==> config.mk <==
export PLATFORM = sky130hd
export DESIGN_NAME = angle_wrap_pid_three_channel_core_flat
export DESIGN_NICKNAME = d
export VERILOG_FILES = /design/src/awp_pkg.sv /design/src/awp_ifs.sv /design/src/awp_cfg_regs.sv /design/src/awp_wrap.sv /design/src/awp_integ.sv /design/src/awp_prod.sv /design/src/awp_sat.sv /design/src/angle_wrap_pid_three_channel_core.sv /design/src/flat_wrapper.sv
export SDC_FILE = /design/constraint.sdc
export NUM_CORES = 2
export LEC_CHECK = 0
export ABC_AREA = 1
export BUFFER_PORTS_ARGS = -buffer_cell sky130_fd_sc_hd__buf_4
export CAP_MARGIN = 20
export CORE_ASPECT_RATIO = 2
export CORE_MARGIN = 2
export CORE_UTILIZATION = 38
export CTS_CLUSTER_DIAMETER = 200
export DETAILED_ROUTE_END_ITERATION = 10
export HOLD_SLACK_MARGIN = 0.02
export SLEW_MARGIN = 5
export SYNTH_ARGS = -nofsm -noshare
export SYNTH_HDL_FRONTEND = slang
export SYNTH_SLANG_ARGS = --single-unit
export TNS_END_PERCENT = 5
==> constraint.sdc <==
create_clock -name clk -period 23.2 [get_ports clk]
set_input_delay 2.32 -clock clk [delete_from_list [all_inputs] [get_ports clk]]
set_output_delay 2.32 -clock clk [all_outputs]
set_load 0.05 [all_outputs]
==> src/awp_pkg.sv <==
// Package for the three-channel angle-wrap PID core.
// Holds widths, angle constants, register codes and shared types.
// No dependencies.
package awp_pkg;

    localparam int CHANNELS_DEFAULT = 3;
    localparam int GAIN_SETS        = 3;
    localparam int PIPE_DEPTH       = 5;

    localparam int CHAN_W     = 2;
    localparam int ANGLE_W    = 16;
    localparam int ERR_W      = 13;
    localparam int DELTA_W    = ERR_W + 1;
    localparam int SUM_W      = 21;
    localparam int GAIN_W     = 16;
    localparam int GAINS_W    = 3 * GAIN_W;
    localparam int ILIM_W     = 20;
    localparam int DLIM_W     = 15;
    localparam int DRIVE_W    = 16;
    localparam int CFG_IDX_W  = 3;
    localparam int CFG_DATA_W = 48;

    localparam int HALF_TURN   = 2880;
    localparam int FULL_TURN   = 5760;
    localparam int WRAP_TURNS  = 12;
    localparam int WRAP_BIAS   = HALF_TURN + WRAP_TURNS * FULL_TURN;
    localparam int TURN_SHIFT  = 7;
    localparam int TURN_ODD    = FULL_TURN / (2 ** TURN_SHIFT);
    localparam int RECIP_SHIFT = 16;
    localparam int RECIP       = (2 ** RECIP_SHIFT + TURN_ODD - 1) / TURN_ODD;

    localparam int Q_FRAC     = 8;
    localparam int ROUND_HALF = 2 ** (Q_FRAC - 1);
    localparam int P_KP_W     = ERR_W + GAIN_W + 1;
    localparam int P_KI_W     = SUM_W + GAIN_W + 1;
    localparam int P_KD_W     = DELTA_W + GAIN_W + 1;
    localparam int ACC_W      = P_KI_W + 2;

    typedef enum logic [CFG_IDX_W-1:0] {
        REG_GAINS_CH0         = 3'd0,
        REG_GAINS_CH1         = 3'd1,
        REG_GAINS_CH2         = 3'd2,
        REG_INTEGRAL_LIMIT    = 3'd3,
        REG_DRIVE_LIMIT_FIRST = 3'd4,
        REG_DRIVE_LIMIT_REST  = 3'd5
    } cfg_reg_t;

    typedef struct packed {
        logic [GAIN_SETS-1:0][GAINS_W-1:0] gains;
        logic [ILIM_W-1:0]                 integral_limit;
        logic [DLIM_W-1:0]                 drive_limit_first;
        logic [DLIM_W-1:0]                 drive_limit_rest;
    } cfg_t;

    typedef struct packed {
        logic              fire;
        logic [CHAN_W-1:0] channel;
        logic [ERR_W-1:0]  err;
    } integ_req_t;

endpackage

==> src/awp_ifs.sv <==
// Valid/ready channel interfaces for the angle-wrap PID core.
// Request, response and register-write channels; uses awp_pkg.
interface awp_cmd_if;
    import awp_pkg::*;
    logic                      valid;
    logic                      ready;
    logic [CHAN_W-1:0]         channel;
    logic signed [ANGLE_W-1:0] target_angle;
    logic signed [ANGLE_W-1:0] measured_angle;
    modport source (output valid, channel, target_angle, measured_angle, input ready);
    modport sink (input valid, channel, target_angle, measured_angle, output ready);
endinterface

interface awp_rsp_if;
    import awp_pkg::*;
    logic                      valid;
    logic                      ready;
    logic signed [DRIVE_W-1:0] drive;
    modport source (output valid, drive, input ready);
    modport sink (input valid, drive, output ready);
endinterface

interface awp_cfg_if;
    import awp_pkg::*;
    logic                  valid;
    logic                  ready;
    logic [CFG_IDX_W-1:0]  index;
    logic [CFG_DATA_W-1:0] data;
    modport source (output valid, index, data, input ready);
    modport sink (input valid, index, data, output ready);
endinterface

==> src/awp_cfg_regs.sv <==
// Configuration register file: gains, integral limit, drive limits.
// Uses awp_pkg and awp_cfg_if.
module awp_cfg_regs (
    input  logic          clk,
    input  logic          rst_n,
    awp_cfg_if.sink       cfg,
    output awp_pkg::cfg_t cfg_q
);
    import awp_pkg::*;

    cfg_t cfg_reg;
    cfg_t cfg_next;

    assign cfg.ready = 1'b1;
    assign cfg_q     = cfg_reg;

    always_comb
    begin
        cfg_next = cfg_reg;
        if (cfg.valid)
        begin
            case (cfg.index)
                REG_GAINS_CH0:         cfg_next.gains[0] = cfg.data[GAINS_W-1:0];
                REG_GAINS_CH1:         cfg_next.gains[1] = cfg.data[GAINS_W-1:0];
                REG_GAINS_CH2:         cfg_next.gains[2] = cfg.data[GAINS_W-1:0];
                REG_INTEGRAL_LIMIT:    cfg_next.integral_limit = cfg.data[ILIM_W-1:0];
                REG_DRIVE_LIMIT_FIRST: cfg_next.drive_limit_first = cfg.data[DLIM_W-1:0];
                REG_DRIVE_LIMIT_REST:  cfg_next.drive_limit_rest = cfg.data[DLIM_W-1:0];
                default:               cfg_next = cfg_reg;
            endcase
        end
    end

    always_ff @(posedge clk or negedge rst_n)
    begin
        if (!rst_n)
        begin
            cfg_reg.gains             <= '0;
            cfg_reg.integral_limit    <= '1;
            cfg_reg.drive_limit_first <= '1;
            cfg_reg.drive_limit_rest  <= '1;
        end
        else
        begin
            cfg_reg <= cfg_next;
        end
    end

endmodule

==> src/awp_wrap.sv <==
// Angle error wrap: target minus measured, floor modulo into [-2880, 2879].
// Quotient by reciprocal multiply on the biased difference; uses awp_pkg.
module awp_wrap (
    input  logic signed [awp_pkg::ANGLE_W-1:0] target_angle,
    input  logic signed [awp_pkg::ANGLE_W-1:0] measured_angle,
    output logic signed [awp_pkg::ERR_W-1:0]   err
);
    import awp_pkg::*;

    localparam int DIFF_W = ANGLE_W + 1;
    localparam int Y_W    = 18;
    localparam int Z_W    = Y_W - TURN_SHIFT;
    localparam int R_W    = 11;
    localparam int MUL_W  = Z_W + R_W;
    localparam int Q_W    = 5;

    logic signed [DIFF_W-1:0] diff;
    logic signed [Y_W:0]      biased_s;
    logic [Y_W-1:0]           biased;
    logic [Z_W-1:0]           coarse;
    logic [MUL_W-1:0]         scaled;
    logic [Q_W-1:0]           turns;
    logic [Y_W-1:0]           rem;
    logic signed [ERR_W:0]    centered;

    always_comb
    begin
        diff     = $signed({target_angle[ANGLE_W-1], target_angle})
                 - $signed({measured_angle[ANGLE_W-1], measured_angle});
        biased_s = (Y_W+1)'(diff) + (Y_W+1)'(WRAP_BIAS);
        biased   = biased_s[Y_W-1:0];
        coarse   = biased[Y_W-1:TURN_SHIFT];
        scaled   = MUL_W'(coarse) * MUL_W'(RECIP);
        turns    = scaled[RECIP_SHIFT +: Q_W];
        rem      = biased - Y_W'(turns) * Y_W'(FULL_TURN);
        centered = $signed({1'b0, rem[ERR_W-1:0]}) - (ERR_W+1)'(HALF_TURN);
        err      = centered[ERR_W-1:0];
    end

endmodule

==> src/awp_integ.sv <==
// Per-channel state: previous error and clamped error integral.
// Read and update in the same cycle; uses awp_pkg.
module awp_integ #(
    parameter int CHANNELS = awp_pkg::CHANNELS_DEFAULT
) (
    input  logic                              clk,
    input  logic                              rst_n,
    input  awp_pkg::integ_req_t               req,
    input  logic [awp_pkg::ILIM_W-1:0]        integral_limit,
    output logic signed [awp_pkg::ERR_W-1:0]  prev_err,
    output logic signed [awp_pkg::SUM_W-1:0]  sum_next
);
    import awp_pkg::*;

    localparam int LIVE  = (CHANNELS < GAIN_SETS) ? CHANNELS : GAIN_SETS;
    localparam int IDX_W = (LIVE > 1) ? $clog2(LIVE) : 1;

    logic signed [ERR_W-1:0] last_error_reg [LIVE];
    logic signed [SUM_W-1:0] error_sum_reg [LIVE];

    logic [IDX_W-1:0]      idx;
    logic signed [ERR_W-1:0] err;
    logic signed [SUM_W:0] raw;
    logic signed [SUM_W:0] lim_hi;
    logic signed [SUM_W:0] lim_lo;
    logic signed [SUM_W:0] clamped;

    always_comb
    begin
        err      = $signed(req.err);
        idx      = (req.channel < CHAN_W'(LIVE)) ? req.channel[IDX_W-1:0] : '0;
        prev_err = last_error_reg[idx];
        raw      = (SUM_W+1)'(error_sum_reg[idx]) + (SUM_W+1)'(err);
        lim_hi   = $signed({2'b00, integral_limit});
        lim_lo   = -lim_hi;
        if (raw > lim_hi)
        begin
            clamped = lim_hi;
        end
        else if (raw < lim_lo)
        begin
            clamped = lim_lo;
        end
        else
        begin
            clamped = raw;
        end
        sum_next = clamped[SUM_W-1:0];
    end

    always_ff @(posedge clk or negedge rst_n)
    begin
        if (!rst_n)
        begin
            for (int k = 0; k < LIVE; k++)
            begin
                last_error_reg[k] <= '0;
                error_sum_reg[k]  <= '0;
            end
        end
        else if (req.fire)
        begin
            last_error_reg[idx] <= err;
            error_sum_reg[idx]  <= sum_next;
        end
    end

endmodule

==> src/awp_prod.sv <==
// Gain products: kp*err, ki*integral, kd*error delta, Q8.8 gains.
// Uses awp_pkg.
module awp_prod (
    input  logic [awp_pkg::GAINS_W-1:0]        gains,
    input  logic signed [awp_pkg::ERR_W-1:0]   err,
    input  logic signed [awp_pkg::DELTA_W-1:0] delta,
    input  logic signed [awp_pkg::SUM_W-1:0]   sum,
    output logic signed [awp_pkg::P_KP_W-1:0]  p_kp,
    output logic signed [awp_pkg::P_KI_W-1:0]  p_ki,
    output logic signed [awp_pkg::P_KD_W-1:0]  p_kd
);
    import awp_pkg::*;

    logic signed [GAIN_W:0] kp;
    logic signed [GAIN_W:0] ki;
    logic signed [GAIN_W:0] kd;

    always_comb
    begin
        kp   = $signed({1'b0, gains[GAIN_W-1:0]});
        ki   = $signed({1'b0, gains[2*GAIN_W-1:GAIN_W]});
        kd   = $signed({1'b0, gains[3*GAIN_W-1:2*GAIN_W]});
        p_kp = P_KP_W'(kp) * P_KP_W'(err);
        p_ki = P_KI_W'(ki) * P_KI_W'(sum);
        p_kd = P_KD_W'(kd) * P_KD_W'(delta);
    end

endmodule

==> src/awp_sat.sv <==
// Drive output: sum of products, round half up from Q8.8, symmetric clamp.
// Uses awp_pkg.
module awp_sat (
    input  logic signed [awp_pkg::P_KP_W-1:0]  p_kp,
    input  logic signed [awp_pkg::P_KI_W-1:0]  p_ki,
    input  logic signed [awp_pkg::P_KD_W-1:0]  p_kd,
    input  logic [awp_pkg::DLIM_W-1:0]         drive_limit,
    output logic signed [awp_pkg::DRIVE_W-1:0] drive
);
    import awp_pkg::*;

    logic signed [ACC_W-1:0] acc;
    logic signed [ACC_W-1:0] scaled;
    logic signed [ACC_W-1:0] lim_hi;
    logic signed [ACC_W-1:0] lim_lo;
    logic signed [ACC_W-1:0] clamped;

    always_comb
    begin
        acc    = ACC_W'(p_kp) + ACC_W'(p_ki) + ACC_W'(p_kd) + ACC_W'(ROUND_HALF);
        scaled = acc >>> Q_FRAC;
        lim_hi = $signed({{(ACC_W-DLIM_W){1'b0}}, drive_limit});
        lim_lo = -lim_hi;
        if (scaled > lim_hi)
        begin
            clamped = lim_hi;
        end
        else if (scaled < lim_lo)
        begin
            clamped = lim_lo;
        end
        else
        begin
            clamped = scaled;
        end
        drive = clamped[DRIVE_W-1:0];
    end

endmodule

==> src/angle_wrap_pid_three_channel_core.sv <==
// Top level of the three-channel angle-wrap PID core: five-stage pipeline.
// Uses awp_pkg, awp_ifs, awp_cfg_regs, awp_wrap, awp_integ, awp_prod, awp_sat.
//
//  channel | dir | payload                                  | handshake
//  cmd     | in  | channel, target_angle, measured_angle    | valid/ready
//  rsp     | out | drive                                    | valid/ready
//  cfg     | in  | index, data                              | valid/ready (ready always high)
//
// One request per cycle unless a stalled response has filled the pipeline.
// Stages: input register, wrap, state update, gain products, round and clamp.
// Channel state is read and written at one stage, so back-to-back requests on
// one channel see each other's updates.
// Each stage advances when the next one is free; a stalled response holds only the
// stages behind it that are full. Reset clears valids, state, gains; limits all ones.
module angle_wrap_pid_three_channel_core #(
    parameter int CHANNELS = awp_pkg::CHANNELS_DEFAULT
) (
    input  logic       clk,
    input  logic       rst_n,
    awp_cmd_if.sink    cmd,
    awp_rsp_if.source  rsp,
    awp_cfg_if.sink    cfg
);
    import awp_pkg::*;

    localparam int LIVE = (CHANNELS < GAIN_SETS) ? CHANNELS : GAIN_SETS;

    cfg_t                    cfg_q;
    logic [PIPE_DEPTH-1:0]   valid_reg;
    logic [PIPE_DEPTH-1:0]   valid_next;
    logic [PIPE_DEPTH-1:0]   adv;
    logic [PIPE_DEPTH-1:0]   load;

    logic [CHAN_W-1:0]         s0_channel_reg;
    logic signed [ANGLE_W-1:0] s0_target_reg;
    logic signed [ANGLE_W-1:0] s0_measured_reg;

    logic                      s1_ok_reg;
    logic [CHAN_W-1:0]         s1_channel_reg;
    logic signed [ERR_W-1:0]   s1_err_reg;
    logic signed [ERR_W-1:0]   err_next;

    logic                      s2_ok_reg;
    logic [CHAN_W-1:0]         s2_channel_reg;
    logic signed [ERR_W-1:0]   s2_err_reg;
    logic signed [DELTA_W-1:0] s2_delta_reg;
    logic signed [SUM_W-1:0]   s2_sum_reg;
    integ_req_t                integ_req;
    logic signed [ERR_W-1:0]   prev_err;
    logic signed [SUM_W-1:0]   sum_next;
    logic signed [DELTA_W-1:0] delta_next;

    logic                      s3_ok_reg;
    logic                      s3_first_reg;
    logic signed [P_KP_W-1:0]  s3_p_kp_reg;
    logic signed [P_KI_W-1:0]  s3_p_ki_reg;
    logic signed [P_KD_W-1:0]  s3_p_kd_reg;
    logic [CHAN_W-1:0]         gain_sel;
    logic signed [P_KP_W-1:0]  p_kp_next;
    logic signed [P_KI_W-1:0]  p_ki_next;
    logic signed [P_KD_W-1:0]  p_kd_next;

    logic signed [DRIVE_W-1:0] s4_drive_reg;
    logic signed [DRIVE_W-1:0] drive_next;

    awp_cfg_regs u_cfg_regs (
        .clk   (clk),
        .rst_n (rst_n),
        .cfg   (cfg),
        .cfg_q (cfg_q)
    );

    // advance chain, back to front
    always_comb
    begin
        adv[PIPE_DEPTH-1] = !valid_reg[PIPE_DEPTH-1] || rsp.ready;
        for (int k = PIPE_DEPTH - 2; k >= 0; k--)
        begin
            adv[k] = !valid_reg[k] || adv[k+1];
        end
        valid_next[0] = adv[0] ? cmd.valid : valid_reg[0];
        load[0]       = adv[0] && cmd.valid;
        for (int k = 1; k < PIPE_DEPTH; k++)
        begin
            valid_next[k] = adv[k] ? valid_reg[k-1] : valid_reg[k];
            load[k]       = adv[k] && valid_reg[k-1];
        end
    end

    assign cmd.ready = adv[0];
    assign rsp.valid = valid_reg[PIPE_DEPTH-1];
    assign rsp.drive = s4_drive_reg;

    always_ff @(posedge clk or negedge rst_n)
    begin
        if (!rst_n)
        begin
            valid_reg <= '0;
        end
        else
        begin
            valid_reg <= valid_next;
        end
    end

    awp_wrap u_wrap (
        .target_angle   (s0_target_reg),
        .measured_angle (s0_measured_reg),
        .err            (err_next)
    );

    assign integ_req.fire    = load[2] && s1_ok_reg;
    assign integ_req.channel = s1_channel_reg;
    assign integ_req.err     = s1_err_reg;

    awp_integ #(
        .CHANNELS (CHANNELS)
    ) u_integ (
        .clk            (clk),
        .rst_n          (rst_n),
        .req            (integ_req),
        .integral_limit (cfg_q.integral_limit),
        .prev_err       (prev_err),
        .sum_next       (sum_next)
    );

    assign delta_next = DELTA_W'(s1_err_reg) - DELTA_W'(prev_err);
    assign gain_sel   = s2_ok_reg ? s2_channel_reg : '0;

    awp_prod u_prod (
        .gains (cfg_q.gains[gain_sel]),
        .err   (s2_err_reg),
        .delta (s2_delta_reg),
        .sum   (s2_sum_reg),
        .p_kp  (p_kp_next),
        .p_ki  (p_ki_next),
        .p_kd  (p_kd_next)
    );

    awp_sat u_sat (
        .p_kp        (s3_p_kp_reg),
        .p_ki        (s3_p_ki_reg),
        .p_kd        (s3_p_kd_reg),
        .drive_limit (s3_first_reg ? cfg_q.drive_limit_first : cfg_q.drive_limit_rest),
        .drive       (drive_next)
    );

    always_ff @(posedge clk)
    begin
        if (load[0])
        begin
            s0_channel_reg  <= cmd.channel;
            s0_target_reg   <= cmd.target_angle;
            s0_measured_reg <= cmd.measured_angle;
        end
        if (load[1])
        begin
            s1_ok_reg      <= (s0_channel_reg < CHAN_W'(LIVE));
            s1_channel_reg <= s0_channel_reg;
            s1_err_reg     <= err_next;
        end
        if (load[2])
        begin
            s2_ok_reg      <= s1_ok_reg;
            s2_channel_reg <= s1_channel_reg;
            s2_err_reg     <= s1_err_reg;
            s2_delta_reg   <= delta_next;
            s2_sum_reg     <= sum_next;
        end
        if (load[3])
        begin
            s3_ok_reg    <= s2_ok_reg;
            s3_first_reg <= (s2_channel_reg == '0);
            s3_p_kp_reg  <= p_kp_next;
            s3_p_ki_reg  <= p_ki_next;
            s3_p_kd_reg  <= p_kd_next;
        end
        if (load[4])
        begin
            s4_drive_reg <= s3_ok_reg ? drive_next : '0;
        end
    end

endmodule

==> src/flat_wrapper.sv <==
// flat-port wrapper written by rule: the top's interface ports become plain ports
module angle_wrap_pid_three_channel_core_flat import awp_pkg::*;
#(
    parameter int CHANNELS = awp_pkg::CHANNELS_DEFAULT
)
  (clk, rst_n, cmd_valid, cmd_channel, cmd_target_angle, cmd_measured_angle, cmd_ready, rsp_valid, rsp_drive, rsp_ready, cfg_valid, cfg_index, cfg_data, cfg_ready);
  awp_cmd_if cmd_i ();
  awp_rsp_if rsp_i ();
  awp_cfg_if cfg_i ();
  input  logic clk;
  input  logic rst_n;
  input wire logic [$bits(cmd_i.valid)-1:0] cmd_valid;
  input wire logic [$bits(cmd_i.channel)-1:0] cmd_channel;
  input wire logic [$bits(cmd_i.target_angle)-1:0] cmd_target_angle;
  input wire logic [$bits(cmd_i.measured_angle)-1:0] cmd_measured_angle;
  output wire logic [$bits(cmd_i.ready)-1:0] cmd_ready;
  output wire logic [$bits(rsp_i.valid)-1:0] rsp_valid;
  output wire logic [$bits(rsp_i.drive)-1:0] rsp_drive;
  input wire logic [$bits(rsp_i.ready)-1:0] rsp_ready;
  input wire logic [$bits(cfg_i.valid)-1:0] cfg_valid;
  input wire logic [$bits(cfg_i.index)-1:0] cfg_index;
  input wire logic [$bits(cfg_i.data)-1:0] cfg_data;
  output wire logic [$bits(cfg_i.ready)-1:0] cfg_ready;
  assign cmd_i.valid = cmd_valid;
  assign cmd_i.channel = cmd_channel;
  assign cmd_i.target_angle = cmd_target_angle;
  assign cmd_i.measured_angle = cmd_measured_angle;
  assign cmd_ready = cmd_i.ready;
  assign rsp_valid = rsp_i.valid;
  assign rsp_drive = rsp_i.drive;
  assign rsp_i.ready = rsp_ready;
  assign cfg_i.valid = cfg_valid;
  assign cfg_i.index = cfg_index;
  assign cfg_i.data = cfg_data;
  assign cfg_ready = cfg_i.ready;
  angle_wrap_pid_three_channel_core #(.CHANNELS(CHANNELS)) u_core (.clk(clk), .rst_n(rst_n), .cmd(cmd_i), .rsp(rsp_i), .cfg(cfg_i));
endmodule
==> key figures <==
Status
  – Status: complete, no violations

Worst setup path
  – Critical path's top delay family: adder cells
  – CP Max Fanout: 7
  – CP Launch Type: register
  – Endpoint class of the critical path: register
  – Worst Path Class, Setup: reg -> reg
  – Max incr delay on CP: between 0.8 and 0.9 ns
  – Critical path arrival: ~11 ns
  – Critical path data required time: 23.64 ns
  – Critical path buffers and inverters: 6
  – CP max stage cell: xor2_1
  – CP most frequent cell: ha_1

Timing
  – Slew @ Worst Pin: 1.12 ns
  – Final min period: 10.45 ns
  – Slew margin rel.: 0.256
  – Final hold vios: 0
  – TNS Setup: 0 ns
  – Slew Limit Fails: 0
  – Endpoints failing setup: 0
  – Fin crit share: 0.450
  – Skew final: 0.0489 ns
  – RSZ-0062 raised after global routing: false
  – Highest clock rate: 0.0957 GHz

Clocking
  – Setup bufs post-CTS: 0
  – Post-cts sizing count: 0
  – CTS Hold Bufs: 0
  – CTS tree: yes
  – H-tree depth: 2
  – Max Root-Sink Buffers: 3
  – Clock Sinks: 519
  – Number of CTS-inserted buffers: 55
  – Root buffer cell: clkbuf_16
  – Clk_lat worst skew: 0.69 ns
  – Clock transition at the registers of the reported paths: 0.07 ns

Yosys
  – Avg Cell Area, Syn: 8.42 um^2
  – Number of flops mapped to enable cells by yosys: between 200 and 250
  – Ys async rst share: 0.580
  – Cells after Synth: around 7000
  – Register area share after synthesis: 0.240
  – Post-Synth Simple-Gate Area: 0.180
  – Mux cell area share after synthesis: 0
  – Post-synthesis adder-cell area fraction: 0.380
  – Post-synth net total: 8423
  – Synth Area in Compound Gates: 0.0720
  – Register bit total from synthesis: 519
  – Largest family of logic cells by synthesized area: adder cells
  – Post-synth top flop: dfrtp_1
  – Netlist cell types: 60
  – Synthesized cell area: 58800 um^2
  – XOR/XNOR share of the synthesized area: 0.0303
  – Synth warn: 0

Cells and area
  – Final cell count without fillers: 9114
  – Nets: 8448
  – Area growth from synthesis to layout: 8.35%
  – Commonest non-fill, non-tap cell in the layout: nand2_1
  – Max reg flops: slightly below 200
  – Layout cells sized above 1: 0.0544
  – Commonest non-fill, non-tap cells in the layout: 1687 x nand2_1, 1280 x inv_1, 723 x fa_1, 628 x ha_1, 519 x nor2_1
  – Filler Cells Inserted: 15600

Floorplanning
  – Num rows: 204
  – Die X: 282 um
  – Die height: 560 um
  – Top Ports: 109
  – Core Area: 154000 um^2
  – Die ar.: approximately 160000 um^2
  – Starting Density: 0.381

Routing
  – Routed vias/inst: ~5.2
  – Starting DRT DRC Count: around 2700
  – ANT nets after route: 0
  – 1st-pass router iterations: 6
  – WL final: 189000 um
  – Drt wl/cell: 20.7 um
  – Via count: 47000
  – DRC errors left: 0

Placed design
  – Detailed Place HPWL: approximately 160000 um
  – Port Buffer Count: ~110
  – Placer congestion estimate: 0.984
  – DP Cell Count: approximately 9000

GRT
  – Largest net degree at the start of global routing: around 160
  – First-pass GRT wire length: 288000 um
  – Antenna violations before repair: 8
  – GRT overflow: 0
  – Vias in the first global route: roughly 51000
  – GRT Total Usage: 0.242

Min path
  – Worst min path class: reg -> reg

Job
  – Max-cap violations: 0
## metrics by stage
| step | instance area, um^2 | utilization | setup WS, ns | hold WS [ns] |
|---|---|---|---|---|
| after floorplan | 58800 | - | 14.36 | 0.426 |
| after global placement | 61900 | 0.401 | 12.87 | 0.432 |
| after detailed placement | 61900 | 0.401 | 12.82 | 0.440 |
| after CTS | 63700 | 0.413 | 12.79 | 0.456 |
| after global routing | 63700 | 0.413 | 12.21 | 0.476 |
| final | 63700 | 0.413 | 12.75 | 0.462 |
## Yosys cell counts, drive strengths merged (6+ instances only)
cell type	n	share of area
or2	16	0.0017
fa	723	0.25
a21oi	277	0.024
nor3	50	0.0047
nand3	236	0.020
buf	37	0.0034
o21bai	24	0.0031
nand2	1705	0.11
a21o	14	0.0018
nor4	13	0.0015
clkbuf	154	0.0098
dfrtp	251	0.11
xor2	145	0.022
ha	628	0.13
xnor2	56	0.0083
o211ai	14	0.0018
and2	18	0.0019
nand4	41	0.0044
nor2	538	0.035
o221ai	9	0.0013
a22oi	11	0.0014
inv	1292	0.082
o21ai	392	0.033
clkinv	19	0.0012
o21a	10	0.0013
a31oi	10	0.0011
nand3b	6	0.00077
a21boi	7	0.00089
edfxtp	218	0.11
dfstp	50	0.022
## layout make-up
cell class / count / area (um^2) / share of cell area
Clock inverter: 32 / 292 / 0.00458
Multi-Input combinational cell: 4961 / 39000 / 0.612
Inverter: 1311 / 4920 / 0.0773
Clock buffer: 71 / 1540 / 0.0242
Tap cell: 2060 / 2580 / 0.0405
Timing Repair Buffer: 159 / 1210 / 0.0191
Antenna cell: 1 / 2.50 / 0.0000393
Sequential cell: 519 / 14100 / 0.222
## final timing paths
check | startpoint | end | slack, ns | depth (start not counted)
max in group asynchronous | rst_n | u_core.u_cfg_regs.cfg_q[185]$_DFFE_PN0P_ | 19.31 | 3
min in group asynchronous | rst_n | u_core.u_cfg_regs.cfg_q[171]$_DFFE_PN0P_ | 1.67 | 1
min reg2reg | u_core.s0_channel_reg[0]$_DFFE_PP_ | u_core.s1_channel_reg[0]$_DFFE_PP_ | 0.46 | 0
min | u_core.s0_channel_reg[0]$_DFFE_PP_ | u_core.s1_channel_reg[0]$_DFFE_PP_ | 0.46 | 0
max | u_core.s0_measured_reg[3]$_DFFE_PP_ | u_core.s1_err_reg[12]$_DFFE_PP_ | 12.75 | 42
max reg2reg | u_core.s0_measured_reg[3]$_DFFE_PP_ | u_core.s1_err_reg[12]$_DFFE_PP_ | 12.75 | 42
## routing by layer
| layer | share of wire | vias to the layer above | global-route usage | wire length (um) |
|---|---|---|---|---|
| met3 | 0.037 | 686 | 0.0246 | 6910 |
| met5 | 0.000048 | - | 0 | 9 |
| li1 | - | 21800 | - | - |
| met1 | 0.32 | 23000 | 0.226 | 60500 |
| met4 | 0.092 | 2 | 0.185 | 17300 |
| met2 | 0.55 | 1476 | 0.473 | 104000 |
## worst register-to-register path, delay by kind of cell (launching register included)
kind / cells / cell delay [ns]
adders and majority gates: 14 / 5.37
AOI/OAI and AO/OA: 8 / 1.51
and+or+nand+nor: 11 / 1.41
xor gates and xnor gates: 3 / 1.26
DFF: 1 / 0.37
buffers and inverters: 6 / 0.30
## logic make-up (layout without fill, tap and decap cells)
kind of cell | count (synthesis) | in the layout
xor+xnor | 201 | 201
buf+inv | 1502 | 1573
simple gates | 2626 | 2626
flops | 519 | 519
compound gates | 782 | 782
other cells | 1 | 2
fa+ha+maj | 1351 | 1351
Power is not shown: default switching activity piles up to over one toggle a cycle in this logic, so the estimate is an artifact.
